## src/tdpt_pkg.sv

```systemverilog
// ---------------------------------------------------------------------------
// tdpt_pkg: shared constants and types of the primality tester
// Widths of the candidate, the trial divisor, its square and the bit counter
// of the serial remainder unit, and the status bundle that unit returns.
// ---------------------------------------------------------------------------
package tdpt_pkg;

  localparam int NumberWidth = 32;
  localparam int DivWidth    = NumberWidth / 2 + 1;
  localparam int SqWidth     = NumberWidth + 2;
  localparam int CountWidth  = $clog2(NumberWidth);

  typedef struct packed {
    logic busy;
    logic done;
    logic zero;
  } rem_status_t;

endpackage

```

## src/tdpt_rem.sv

```systemverilog
// ---------------------------------------------------------------------------
// tdpt_rem: bit-serial remainder unit
// Restoring division that shifts one dividend bit per cycle into a narrow
// partial remainder, and reports whether the final remainder is zero.
// ---------------------------------------------------------------------------
module tdpt_rem (
  input  logic                                clk,
  input  logic                                rst_n,
  input  logic                                start,
  input  logic [tdpt_pkg::NumberWidth-1:0]    dividend,
  input  logic [tdpt_pkg::DivWidth-1:0]       divisor,
  output tdpt_pkg::rem_status_t               status
);
  import tdpt_pkg::*;

  logic [NumberWidth-1:0] dvd_r, dvd_nxt;
  logic [DivWidth-1:0]    div_r, div_nxt;
  logic [DivWidth-1:0]    rem_r, rem_nxt;
  logic [CountWidth-1:0]  cnt_r, cnt_nxt;
  logic                   busy_r, busy_nxt;
  logic                   done_r, done_nxt;
  logic [DivWidth:0]      trial;
  logic [DivWidth:0]      diff;

  always_comb begin
    trial    = {rem_r, dvd_r[NumberWidth-1]};
    diff     = trial - {1'b0, div_r};
    dvd_nxt  = dvd_r;
    div_nxt  = div_r;
    rem_nxt  = rem_r;
    cnt_nxt  = cnt_r;
    busy_nxt = busy_r;
    done_nxt = 1'b0;
    if (start) begin
      dvd_nxt  = dividend;
      div_nxt  = divisor;
      rem_nxt  = '0;
      cnt_nxt  = CountWidth'(NumberWidth - 1);
      busy_nxt = 1'b1;
    end else if (busy_r) begin
      dvd_nxt = {dvd_r[NumberWidth-2:0], 1'b0};
      if (!diff[DivWidth]) begin
        rem_nxt = diff[DivWidth-1:0];
      end else begin
        rem_nxt = trial[DivWidth-1:0];
      end
      cnt_nxt = cnt_r - CountWidth'(1);
      if (cnt_r == '0) begin
        busy_nxt = 1'b0;
        done_nxt = 1'b1;
      end
    end
  end

  always_ff @(posedge clk) begin
    if (!rst_n) begin
      busy_r <= 1'b0;
      done_r <= 1'b0;
    end else begin
      busy_r <= busy_nxt;
      done_r <= done_nxt;
    end
    dvd_r <= dvd_nxt;
    div_r <= div_nxt;
    rem_r <= rem_nxt;
    cnt_r <= cnt_nxt;
  end

  assign status.busy = busy_r;
  assign status.done = done_r;
  assign status.zero = (rem_r == '0);

endmodule

```

## config.mk

```make
export PLATFORM = sky130hd
export DESIGN_NAME = tdpt_rem
export DESIGN_NICKNAME = d
export VERILOG_FILES = /design/src/tdpt_pkg.sv /design/src/tdpt_rem.sv
export SDC_FILE = /design/constraint.sdc
export NUM_CORES = 1
export LEC_CHECK = 0
export BUFFER_PORTS_ARGS = -buffer_cell sky130_fd_sc_hd__buf_2
export CORE_MARGIN = 8
export CORE_UTILIZATION = 27
export DETAILED_ROUTE_END_ITERATION = 7
export PLACE_DENSITY = 0.43
export SYNTH_ARGS = -nofsm -noshare
export SYNTH_HDL_FRONTEND = slang
export SYNTH_SLANG_ARGS = --single-unit
```

## constraint.sdc

```tcl
create_clock -name clk -period 7.35 [get_ports clk]
set_clock_uncertainty 0.1 [all_clocks]
set_input_delay 1.1025 -clock clk [delete_from_list [all_inputs] [get_ports clk]]
set_output_delay 1.1025 -clock clk [all_outputs]
set_load 0.05 [all_outputs]
```

==> summary by stage <==
Final layout
The post-route non-filler standard cell count is about 570. The filler cell count is 1451. The area growth from synthesis to layout is 18.4%. The net count of the finished layout is 457.

The top cell types in the final layout, fill and taps aside, are sky130_fd_sc_hd__buf_2 (54), sky130_fd_sc_hd__edfxtp_1 (49), sky130_fd_sc_hd__mux2_2 (31). The repair_antennas step left the layout with diodes totalling 0. The fraction of final layout cells sized beyond drive strength 1 is between 20% and 30%. The most common library cell in the layout ignoring fill and taps is sky130_fd_sc_hd__buf_2. The final core utilization is 32.8%.

Routing
Using the TritonRoute via totals, the vias-per-cell ratio works out to between 4 and 5. For this block, the via count after detailed routing is around 2600. The highest metal layer with signal wires is met4. Summed over all layers, the routed wires come to about 9000 um. Once detail routing completed, the nets flagged for antenna violations numbered 0. In the detailed route, the total length drawn on met3 is between 400 and 500 um. The pre-antenna-repair detailed-routing pass consisted of 4 iterations.

In the routed design, unresolved DRC markers number 0. The wire length per cell after detailed routing is 15.5 um. The wire length on met2 is 3820 um.

The sum of routed wire segments on met1 is 4450 um. For this block, the initial DRC count from the detailed router was about 160.

Clocking
The number of clock sinks seen by CTS is 73. The worst-skew pair later-pin latency is approximately 0.34 ns. The number of clock buffers added by TritonCTS is 9. Once the clock tree was built, the resizer swapped 0 gates to a different size. The deepest clock path buffer count is 2. The number of setup buffers added after CTS is 0. For this design, the CTS-stage hold fixing added 0 buffers.

The H-tree was split into 3 levels. The clock transition time at the flip-flop clock pins of the worst setup and hold paths is 0.06 ns. The TritonCTS clock tree is built.

The cell sitting at the root of the clock tree is a sky130_fd_sc_hd__clkbuf_16.

Pwr
After layout, the design draws a total of roughly 1.1 mW. Power spread over the standard cell area amounts to 239 mW/mm^2. Internal power comes to 0.809 mW. The share of total power in combinational logic is ~14%. The maximum vdd drop is 0.117 mV. Net switching is 25.6% of the power. The static power due to leakage is 1.87 nW.

The part of the power in registers is between 40 and 50%. The part of the power in the clock network is 40.4%. The switching power is around 0.28 mW.

Setup path
The most numerous cell on the critical path is sky130_fd_sc_hd__nor4_1. On the worst path, the slowest cell contributes a delay of 0.42 ns. The number of stages on the worst setup path is 4. At the worst endpoint, the required time is between 6 and 7 ns. The critical path goes through nor4_1, nand4_1, nor4_1, buf_2. The nature of the critical path endpoint is a primary output.

Together, buffers and inverters on the worst path number 1. The worst reg2reg path endpoint is rem_r[5]. The end of the critical path is status[0]. The depth of the worst register-to-register path is 9. Among cell families on the critical path, the largest total delay comes from simple AND/OR/NAND/NOR gates. The source of the worst register-to-register timing path is dvd_r[31]. The data arrival at the endpoint of the critical path is 1.88 ns.

In this run the worst path has a maximum fanout of 4. The type of origin of the critical path is a flip-flop. The launch point of the critical path is rem_r[6]. The slowest cell on the critical path is sky130_fd_sc_hd__nor4_1.

The setup slack of the most critical reg-to-reg path is 4.36 ns. The start-to-end type of the worst setup path is reg -> out.

Yosys
The cell type with the largest total area after synthesis is sky130_fd_sc_hd__edfxtp_1. The number of unique standard cell types used by synthesis is between 50 and 60. For this run, the number of Yosys warnings is 0. By area the synthesized netlist is led by sky130_fd_sc_hd__edfxtp_1 (38%), sky130_fd_sc_hd__dfxtp_1 (13%), sky130_fd_sc_hd__mux2_2 (9.1%). The commonest register cell after synthesis is sky130_fd_sc_hd__edfxtp_1. The number of nets in the synthesized netlist is 402. Summing the sequential cell areas from Yosys gives 50.8% of the chip area. The cell count after synthesis came out at between 300 and 400. The synthesized design contains 49 enable-type register cells. The post-synth design cell area is 0.00384 sq mm. The synthesized flop and latch total is 73.

Dividing the synthesized area by the synthesized cell count gives 11.6 sq um. Of the post-synthesis cell area, the dominant cell type holds approximately two fifths. Counting flops with an async set or reset pin after synthesis yields a share of 0%.

Global routing
The overflow left after global routing is 0. Entering global routing, the biggest net connects 37 pins. The via count of the first global-routing pass came to between 2000 and 3000.

Global routing consumed, over all layers together, approximately 10% of the routing resources. The initial antenna violation count came to 0. The first global-routing pass estimated between 10000 and 15000 um of wire.

Floorplanning
The full die area is between 0.015 and 0.02 sq mm. The height of the chip is between 100 and 150 um. 55 I/O pins were placed. Row generation in the floorplan step produced 43 rows.

The region available for standard cell placement spans 0.0139 sq mm. In this run the horizontal extent of the chip is between 100 and 150 um. The initial standard-cell utilization of the core is 27.7%.

Placed design
The number of port buffers is 54. After legalization and detailed placement, the total HPWL measured 6360 um. At the end of routability-driven placement, the weighted congestion stood at 0.762. The number of placed instances, taps included, is 555.

Min path
The min-delay analysis places its worst path in the category reg -> reg.

Timing
The worst relative slew slack is between 40% and 50%. The final period demand of the worst path is roughly 3.1 ns. The count of endpoints failing hold in the final timing report is 0. Setup repair after global routing left no endpoint under its margin. At the pin with the least slew margin, the transition time is between 0.8 and 0.9 ns.

The total negative setup slack is 0 ns. The final critical path takes up 41.9% of the cycle. Setup violations remaining at the end of the flow were counted as 0. The final-report max-slew violation count came to 0. Static timing analysis puts the maximum clock frequency at roughly 320 MHz.

Job
Max-cap violations in this run came to 0.

Status
The run finished with clean final reports.
layer usage:
metal | up-vias | track usage (%)
li1 | 1336 | -
met5 | - | 0
met1 | 1236 | 13.4
met4 | 0 | 3.21
met3 | 7 | 4.34
met2 | 56 | 14.7
final cells by class:
cell class / instances / area (sq um) / share of cell area, %
clock buffer: 9 / 225 / 4.95
clock inverter: 7 / 70.1 / 1.54
inverter: 25 / 93.8 / 2.06
multi-input combinational: 220 / 1690 / 37.2
sequential: 73 / 1950 / 42.9
tap: 180 / 225 / 4.95
timing repair buffer: 57 / 293 / 6.43
cells by family after synthesis:
family / share of synthesized area, %
AOI/OAI and AO/OA: 12.3
xor gates and xnor gates: 3.65
adders and majority gates: 6.38
buffers and inverters: 5.18
DFF: 50.8
muxes: 10.9
and+or+nand+nor: 10.8
worst min-delay path by stage:
| stage | to | start | slack [ns] | cells past startpoint |
|---|---|---|---|---|
| after floorplan | rem_r[2] | rem_r[2] | 0.36 | 2 |
| after global placement | rem_r[2] | rem_r[2] | 0.39 | 2 |
| after detailed placement | cnt_r[4] | cnt_r[4] | 0.39 | 2 |
| after CTS | rem_r[2] | rem_r[2] | 0.41 | 2 |
| after global routing | cnt_r[1] | cnt_r[1] | 0.44 | 2 |
| final | rem_r[2] | rem_r[2] | 0.40 | 2 |
sequential cells by signal, summed over array words and instances (netlist names):
signal,cells
div_r,17
done_r,1
busy_r,1
dvd_r,32
rem_r,17
cnt_r,5
power groups by stage:
stage / clock network [mW] / logic (mW) / registers, mW
finish: 0.440 / 0.157 / 0.491
global route: 0.469 / 0.176 / 0.496
CTS: 0.457 / 0.159 / 0.492
detailed placement: 0 / 0.158 / 0.500
global placement: 0 / 0.158 / 0.500
floorplan: 0 / 0.118 / 0.495
tightest hold or removal path: stages, from the launching register on:
cell and delay [ns]:
sky130_fd_sc_hd__dfxtp_1 0.34, sky130_fd_sc_hd__nand2_1 0.06, sky130_fd_sc_hd__o21ai_1 0.05
stage by stage:
step                hold slack [ns]  setup slack, ns  area [sq um]
floorplan                     0.358             4.00          3840
global placement              0.394             4.23          4260
detailed placement            0.395             4.17          4260
CTS                           0.406             4.14          4550
global route                  0.441             4.12          4550
finish                        0.399             4.27          4550
Yosys cell counts, types with 4 or more instances:
cell	count
sky130_fd_sc_hd__a211oi_1	7
sky130_fd_sc_hd__a21o_1	4
sky130_fd_sc_hd__a21oi_1	15
sky130_fd_sc_hd__dfxtp_1	24
sky130_fd_sc_hd__edfxtp_1	49
sky130_fd_sc_hd__ha_1	18
sky130_fd_sc_hd__inv_1	25
sky130_fd_sc_hd__mux2_2	31
sky130_fd_sc_hd__mux2i_1	7
sky130_fd_sc_hd__nand2_1	25
sky130_fd_sc_hd__nand2b_1	8
sky130_fd_sc_hd__nand3_1	8
sky130_fd_sc_hd__nor2_1	18
sky130_fd_sc_hd__nor3_1	4
sky130_fd_sc_hd__nor4_1	5
sky130_fd_sc_hd__o21a_1	5
sky130_fd_sc_hd__o21ai_0	4
sky130_fd_sc_hd__o311ai_1	5
sky130_fd_sc_hd__xnor2_1	10
sky130_fd_sc_hd__xor2_1	6
(Power assumes the default switching activity.)
